**config.mk**
```make
export PLATFORM = sky130hd
export DESIGN_NAME = hbs_front
export DESIGN_NICKNAME = d
export VERILOG_FILES = /design/src/rtl/hbs_pkg.sv /design/src/rtl/hbs_front.sv
export SDC_FILE = /design/constraint.sdc
export NUM_CORES = 2
export LEC_CHECK = 0
export ABC_AREA = 1
export BUFFER_PORTS_ARGS = -buffer_cell sky130_fd_sc_hd__buf_4
export CORE_AREA = 2 2 292 294
export CTS_CLUSTER_DIAMETER = 40
export CTS_CLUSTER_SIZE = 14
export DETAILED_ROUTE_END_ITERATION = 16
export DIE_AREA = 0 0 294 296
export GPL_TIMING_DRIVEN = 0
export PLACE_DENSITY = 0.82
export REMOVE_ABC_BUFFERS = 1
export SETUP_SLACK_MARGIN = 0.02
export SLEW_MARGIN = 5
export SYNTH_ARGS = -nofsm -noshare
export SYNTH_HDL_FRONTEND = slang
export SYNTH_SLANG_ARGS = --single-unit
```
**constraint.sdc**
```tcl
create_clock -name clock -period 6.4 [get_ports clock]
set_clock_uncertainty 0.05 [all_clocks]
set_input_delay 0 -clock clock [delete_from_list [all_inputs] [get_ports clock]]
set_output_delay 0 -clock clock [all_outputs]
set_load 0.01 [all_outputs]
```
**src/rtl/hbs_pkg.sv**
```systemverilog
// Shared types, constants and register codes of the heightfield bilinear sampler.
package hbs_pkg;

   localparam int DEF_GRID_CELLS     = 128;
   localparam int DEF_TILES_PER_SIDE = 64;

   // Tile size of 1600/3 world units, expressed in units of 1/768.
   localparam int TILE_Q8X3      = 409600;
   localparam int HALF_TILE_Q8X3 = 204800;

   localparam int ADDR_W_MAX   = 17;
   localparam int WGT_W        = 17;
   localparam int QUEUE_DEPTH  = 8;
   localparam int FRONT_STAGES = 5;

   localparam int DEN_CODE16 = 65535;
   localparam int DEN_CODE8  = 255;

   localparam logic [1:0] MODE_DIRECT = 2'd0;
   localparam logic [1:0] MODE_CODE16 = 2'd1;
   localparam logic [1:0] MODE_CODE8  = 2'd2;

   localparam logic CMD_LOAD  = 1'b0;
   localparam logic CMD_QUERY = 1'b1;

   localparam logic [31:0] NO_GROUND = 32'h8000_0000;

   typedef enum logic [2:0] {
      CSR_MIN_HEIGHT      = 3'd0,
      CSR_MAX_HEIGHT      = 3'd1,
      CSR_FLAT_TILE       = 3'd2,
      CSR_SAMPLE_MODE     = 3'd3,
      CSR_LOADED_TILE_COL = 3'd4,
      CSR_LOADED_TILE_ROW = 3'd5,
      CSR_LOADED_MAP      = 3'd6,
      CSR_TILE_PRESENT    = 3'd7
   } csr_index_type;

   typedef struct packed {
      logic signed [31:0] min_height;
      logic signed [31:0] max_height;
      logic               flat_tile;
      logic [1:0]         sample_mode;
      logic [5:0]         loaded_tile_col;
      logic [5:0]         loaded_tile_row;
      logic [9:0]         loaded_map;
      logic               tile_present;
   } csr_type;

   typedef enum logic [1:0] {
      OP_WRITE   = 2'd0,
      OP_DEQUANT = 2'd1,
      OP_REPLY   = 2'd2,
      OP_SAMPLE  = 2'd3
   } op_type;

   typedef struct packed {
      op_type                          op;
      logic                            wide_code;
      logic                            res_valid;
      logic [31:0]                     data;
      logic [3:0][ADDR_W_MAX-1:0]      addr;
      logic [3:0][WGT_W-1:0]           wgt;
   } item_type;

endpackage

```
**src/rtl/hbs_front.sv**
```systemverilog
// Front pipeline: locates the tile and cell of a query and classifies every command.
module hbs_front #(
   parameter int GRID_CELLS     = hbs_pkg::DEF_GRID_CELLS,
   parameter int TILES_PER_SIDE = hbs_pkg::DEF_TILES_PER_SIDE
) (
   input  logic                clock,
   input  logic                reset,
   input  logic                accept,
   input  logic                req_cmd,
   input  logic [14:0]         req_sample_index,
   input  logic signed [31:0]  req_sample_value,
   input  logic [9:0]          req_map_number,
   input  logic signed [23:0]  req_pos_x,
   input  logic signed [23:0]  req_pos_y,
   input  hbs_pkg::csr_type    csr,
   output logic                push,
   output hbs_pkg::item_type   push_item,
   output logic [$clog2(hbs_pkg::FRONT_STAGES+1)-1:0] inflight
);
   import hbs_pkg::*;

   localparam int GS     = GRID_CELLS + 1;
   localparam int DEPTH  = GS * GS;
   localparam int ZERO_Q = TILES_PER_SIDE * HALF_TILE_Q8X3;
   localparam int NUM_W  = 28;
   localparam int U_W    = 13;
   localparam int Q_W    = 26;
   localparam int R_W    = 19;
   localparam int RG_W   = R_W + 9;
   localparam int U2_W   = RG_W - 6;
   localparam int VM_W   = U2_W + 22;
   localparam int V_W    = 17;
   localparam int C_W    = 9;
   localparam int RECIP1 = 5243;     // 2^17/25, rounded up
   localparam int RECIP2 = 2684355;  // 2^26/25, rounded up
   localparam int LAST   = FRONT_STAGES - 1;

   logic [FRONT_STAGES-1:0] vld_ff;
   logic                    cmd_ff [FRONT_STAGES];
   logic [14:0]             idx_ff [FRONT_STAGES];
   logic signed [31:0]      val_ff [FRONT_STAGES];
   logic [9:0]              map_ff [FRONT_STAGES];

   logic signed [NUM_W-1:0] num1_ff [2];
   logic signed [NUM_W-1:0] num2_ff [2];
   logic signed [7:0]       t2_ff [2];
   logic signed [7:0]       t3_ff [2];
   logic signed [7:0]       t4_ff [2];
   logic signed [7:0]       t5_ff [2];
   logic [R_W-1:0]          r3_ff [2];
   logic [U2_W-1:0]         u4_ff [2];
   logic [V_W-1:0]          v5_ff [2];

   logic signed [23:0]      pos [2];
   logic signed [NUM_W-1:0] pe [2];
   logic signed [NUM_W-1:0] num_in [2];
   logic signed [NUM_W-1:0] sh [2];
   logic signed [NUM_W-1:0] u1 [2];
   logic [Q_W-1:0]          q1 [2];
   logic signed [9:0]       tw [2];
   logic signed [7:0]       t_in [2];
   logic signed [NUM_W-1:0] tq [2];
   logic signed [NUM_W-1:0] rr [2];
   logic [R_W-1:0]          r_in [2];
   logic [RG_W-1:0]         rg [2];
   logic [U2_W-1:0]         u2_in [2];
   logic [VM_W-1:0]         vm [2];
   logic [V_W-1:0]          v_in [2];

   logic [C_W-1:0]          cell_idx [2];
   logic [C_W-1:0]          frac [2];
   logic [C_W-1:0]          gfrac [2];
   logic                    tile_in_range [2];
   logic                    tile_match;
   logic [ADDR_W_MAX-1:0]   base;

   assign pos[0] = req_pos_x;
   assign pos[1] = req_pos_y;

   always_comb begin
      for (int a = 0; a < 2; a++) begin
         pe[a]     = NUM_W'(pos[a]);
         num_in[a] = $signed(NUM_W'(ZERO_Q)) - (pe[a] + (pe[a] <<< 1));
         // Floor division by the tile size: first by 2^14, then by 25.
         sh[a]     = num1_ff[a] >>> 14;
         u1[a]     = sh[a] + $signed(NUM_W'(2500));
         q1[a]     = Q_W'(u1[a][U_W-1:0]) * Q_W'(RECIP1);
         tw[a]     = $signed({1'b0, q1[a][Q_W-1:17]}) - 10'sd100;
         t_in[a]   = tw[a][7:0];
         tq[a]     = $signed(NUM_W'(t2_ff[a])) * $signed(NUM_W'(TILE_Q8X3));
         rr[a]     = num2_ff[a] - tq[a];
         r_in[a]   = rr[a][R_W-1:0];
         rg[a]     = RG_W'(r3_ff[a]) * RG_W'(GRID_CELLS);
         u2_in[a]  = rg[a][RG_W-1:6];
         vm[a]     = VM_W'(u4_ff[a]) * VM_W'(RECIP2);
         v_in[a]   = vm[a][26 +: V_W];
      end
   end

   always_ff @(posedge clock) begin
      if (reset) begin
         vld_ff <= '0;
      end else begin
         vld_ff <= {vld_ff[FRONT_STAGES-2:0], accept};
      end
   end

   always_ff @(posedge clock) begin
      cmd_ff[0] <= req_cmd;
      idx_ff[0] <= req_sample_index;
      val_ff[0] <= req_sample_value;
      map_ff[0] <= req_map_number;
      for (int s = 1; s < FRONT_STAGES; s++) begin
         cmd_ff[s] <= cmd_ff[s-1];
         idx_ff[s] <= idx_ff[s-1];
         val_ff[s] <= val_ff[s-1];
         map_ff[s] <= map_ff[s-1];
      end
      for (int a = 0; a < 2; a++) begin
         num1_ff[a] <= num_in[a];
         num2_ff[a] <= num1_ff[a];
         t2_ff[a]   <= t_in[a];
         r3_ff[a]   <= r_in[a];
         t3_ff[a]   <= t2_ff[a];
         u4_ff[a]   <= u2_in[a];
         t4_ff[a]   <= t3_ff[a];
         v5_ff[a]   <= v_in[a];
         t5_ff[a]   <= t4_ff[a];
      end
   end

   always_comb begin
      for (int a = 0; a < 2; a++) begin
         cell_idx[a] = v5_ff[a][V_W-1:8];
         frac[a] = {1'b0, v5_ff[a][7:0]};
         if (cell_idx[a] >= C_W'(GRID_CELLS)) begin
            cell_idx[a] = C_W'(GRID_CELLS - 1);
            frac[a] = C_W'(256);
         end
         gfrac[a] = C_W'(256) - frac[a];
         tile_in_range[a] = !t5_ff[a][7] && (t5_ff[a] < 8'(TILES_PER_SIDE));
      end
      // The tile from the Y position selects the column, the one from X the row.
      tile_match = tile_in_range[0] && tile_in_range[1]
                   && (map_ff[LAST] == csr.loaded_map)
                   && (t5_ff[1] == {2'b00, csr.loaded_tile_col})
                   && (t5_ff[0] == {2'b00, csr.loaded_tile_row})
                   && csr.tile_present;
      base = ADDR_W_MAX'(cell_idx[1]) * ADDR_W_MAX'(GS) + ADDR_W_MAX'(cell_idx[0]);

      push_item = '0;
      push      = 1'b0;
      if (cmd_ff[LAST] == CMD_LOAD) begin
         push              = vld_ff[LAST]
                             && (ADDR_W_MAX'(idx_ff[LAST]) < ADDR_W_MAX'(DEPTH));
         push_item.addr[0] = ADDR_W_MAX'(idx_ff[LAST]);
         if (csr.sample_mode == MODE_CODE16) begin
            push_item.op        = OP_DEQUANT;
            push_item.wide_code = 1'b1;
            push_item.data      = {16'd0, val_ff[LAST][15:0]};
         end else if (csr.sample_mode == MODE_CODE8) begin
            push_item.op   = OP_DEQUANT;
            push_item.data = {24'd0, val_ff[LAST][7:0]};
         end else begin
            push_item.op   = OP_WRITE;
            push_item.data = val_ff[LAST];
         end
      end else begin
         push = vld_ff[LAST];
         if (!tile_match) begin
            push_item.op   = OP_REPLY;
            push_item.data = NO_GROUND;
         end else if (csr.flat_tile) begin
            push_item.op        = OP_REPLY;
            push_item.data      = csr.min_height;
            push_item.res_valid = 1'b1;
         end else begin
            push_item.op      = OP_SAMPLE;
            push_item.addr[0] = base;
            push_item.addr[1] = base + ADDR_W_MAX'(1);
            push_item.addr[2] = base + ADDR_W_MAX'(GS);
            push_item.addr[3] = base + ADDR_W_MAX'(GS + 1);
            push_item.wgt[0]  = WGT_W'(gfrac[0]) * WGT_W'(gfrac[1]);
            push_item.wgt[1]  = WGT_W'(frac[0]) * WGT_W'(gfrac[1]);
            push_item.wgt[2]  = WGT_W'(gfrac[0]) * WGT_W'(frac[1]);
            push_item.wgt[3]  = WGT_W'(frac[0]) * WGT_W'(frac[1]);
         end
      end
   end

   assign inflight = $bits(inflight)'($countones(vld_ff));

endmodule

```
==> summary.txt <==
Floorplan
  – Std cell rows: 107
  – DIE HEIGHT: 296 µm
  – Initial Utilization: 62.33%
  – Placeable Area: 84210 µm²
  – Die width: 294 µm
  – Die Area: 87020 µm²
  – # IOs: 375

Outcome
  – Violations in the final reports: DRC
  – Status: finished with violations

Critical path
  – Req. time, crit path: 6350 ps
  – Worst Reg-to-Reg Cells: 21
  – R2r endpoint: v5_ff[0][30]
  – R2R Setup Slk: 350 ps
  – Worst EP arrival: 6120 ps
  – Startpoint types: flop
  – Crit end category: output pin
  – Setup Crit Path Kind: reg -> out
  – Worst r2r src: u4_ff[0][36]
  – Crit-path max FO: 8

Finish
  – Layout cell share with drive strength beyond 1: 10.12%
  – Core Util, Final: 72.96%
  – Area growth syn-to-layout: 17.05%
  – Final net count: 8371

Timing
  – Final setup vio count: 0
  – Tcrit/Tclk final: 96.48%
  – Tightest Pin Transition: 1038 ps
  – Hold violation count in the final report: 0
  – Unrepaired setup endpoints after global routing: true
  – Max-slew violation count: 0
  – Setup TNS Final: 0 ps
  – Fin crit period: 6175 ps
  – Max-slew headroom: 30.39%
  – Max Freq: 0.1619 GHz

Global route
  – Gr usage total: 30.69%
  – First-pass GRT wire length: 213600 µm
  – Largest net degree at the start of global routing: 58
  – GRT overflow: 0
  – Vias in the first global route: 43710
  – Initial antenna violation count: 2

Place
  – DP Wirelength: 104600 µm
  – RePlAce Congestion: 0.9658
  – PortBufs: 334

CTS
  – H-tree Lvls: 3
  – CTS tree: done
  – Worst-path clk slew: 60 ps
  – Worst-Skew Late Latency: 630 ps
  – CTS sink cnt: 561
  – Inserted Clock Buffers: 71
  – Clk buf depth: 3
  – CTS Root Cell: clkbuf_16

Hold path
  – Worst hold stages: 5
  – Hold EP: num1_ff[0][8]
  – Hold Crit Class: in -> reg
  – HP Start: req_pos_x[8]

Logic synthesis
  – FFs w/ async S/R, synth: 0%
  – Most used flip-flop cell after synthesis: dfxtp_1
  – Top-count cell post-synth: inv_1
  – Cell Area, Synth: 52490 µm²
  – Post-synth top area share: 22.84%
  – Avg Cell Area, Syn: 8.681 µm²
  – Largest area contributor in the netlist: fa_1
  – YS warnings: 0
  – Seq/Total Area, Yosys: 21.40%
  – Mapped Cells: 6047
  – Post-synth EDFFs: 0
  – Synth top area cells: fa_1, ha_1, dfxtp_1
  – #FFs+latches synth: 561
  – Synth top cells by count: inv_1, nand2_1, ha_1
  – Synth cell types: 58

Detailed routing
  – Initial drt markers: 2624
  – Vias/cell: 5.357
  – Iteration count of the initial detailed-routing pass: 14
  – DRC viols: 2
  – DR WL/cell: 17.26 µm
  – Vias: 41740
  – Routed WL: 134500 µm
  – Final ANT Viol Nets: 0

Flow run
  – Max Cap Viol: 0
[logic make-up after synthesis]
group,share of synthesized area (%)
adder cells (fa/ha/maj),44.85
flip-flops,21.40
AO/OA/AOI/OAI,5.923
other,0.007144
XOR/XNOR,3.266
buffers and inverters,10.66
AND/OR/NAND/NOR,13.90
[flip-flops by register name, summed over array words and instances (netlist names), 34 cells and up]
signal	cells
u4_ff	38
num1_ff	54
map_ff	50
v5_ff	34
r3_ff	38
idx_ff	75
num2_ff	38
val_ff	160
[cell usage in the layout (no fill, tap or decap), types with 7 or more instances in the layout]
master and n:
buf_4 394, clkinv_2 7, o21ai_1 12, inv_1 1361
dlygate4sd3_1 184, a21o_1 25, a21oi_1 251, nor2_2 13
o21a_1 10, nor3_1 36, inv_6 10, inv_2 11
nor2_1 469, or2_2 20, dfxtp_1 561, conb_1 12
inv_8 7, clkinv_8 12, nor2_4 13, a21oi_2 11
o22ai_1 7, nor3b_1 8, xor2_1 125, ha_1 912
nor4_1 10, fa_1 599, nand4_1 45, nand3_1 143
clkinvlp_4 7, xnor2_1 58, o21bai_1 36, nand2_2 24
a31oi_1 22, clkbuf_16 71, nand2_1 937, o21ai_0 157
[how the worst max path moves through the flow]
stage	start	slack, ps	to	depth (start not counted)
after global placement	v5_ff[0][16]	-790	push_item[48]	25
after CTS	v5_ff[0][15]	20	push_item[14]	26
final	v5_ff[0][32]	230	push_item[30]	26
after floorplan	v5_ff[0][16]	860	push_item[48]	24
after global routing	v5_ff[0][15]	-100	push_item[14]	28
after detailed placement	v5_ff[0][16]	-820	push_item[48]	25
[worst max-delay path, stage by stage, from the launching register on]
cell and delay (ps):
dfxtp_1 320, nor2_4 210, clkinv_8 130, buf_12 150, nor2_8 150, nor2_2 90, nand2_1 150, nor2_4 60
xor2_4 170, buf_4 190, nand2_1 80, fa_1 520, fa_1 560, inv_1 60, fa_1 530, inv_1 50
fa_1 530, inv_1 50, ha_2 310, a21oi_1 140, o21ai_0 120, a21oi_1 140, inv_1 90, a31oi_2 170
o21ai_0 130, a21oi_1 210, buf_4 190
[through the flow]
stage | instances | hold WS, ps | worst slack, ps | area [µm²]
after CTS | 7749 | 4.044 | 22.79 | 60770
after global placement | 7414 | 54.97 | -787.8 | 56030
after global routing | 7791 | 42.83 | -96.21 | 61440
after detailed placement | 7415 | 55.69 | -822.8 | 56070
final | 7792 | 30.11 | 225.2 | 61440
after floorplan | 5990 | -22.28 | 859.4 | 52160
[layer usage]
layer / vias up / share of wire, % / GRT usage [%]
met4: 0 / 5.7 / 15.74
met5: - / 0 / 0
li1: 19910 / - / -
met1: 19690 / 39 / 36.22
met2: 1651 / 50 / 54.56
met3: 493 / 6.1 / 4.279
[timing repair]
item                                   4_1_cts  5_1_grt
hold buffers                               184        0
setup buffers                               27       38
gates cloned                                 1        2
pin swaps                                    7       18
setup endpoints to repair                   33       26
endpoints found under the hold margin      107        0
gates resized for setup                     42       70
[layout make-up]
cell class / instances / area (µm²)
repair buffers: 584 / 4922
diodes: 3 / 7.507
clock inverters: 45 / 678.2
clock buffers: 77 / 1819
well taps: 1090 / 1364
multi-input cells: 4042 / 36140
fillers: 5878 / 22770
repair inverters: 1 / 8.758
flip-flops and latches: 561 / 11230
inverters: 1389 / 5274
Power is left out: the tool's default activity adds up to more than one toggle a clock period on the data nets, which glitch-free logic cannot reach.
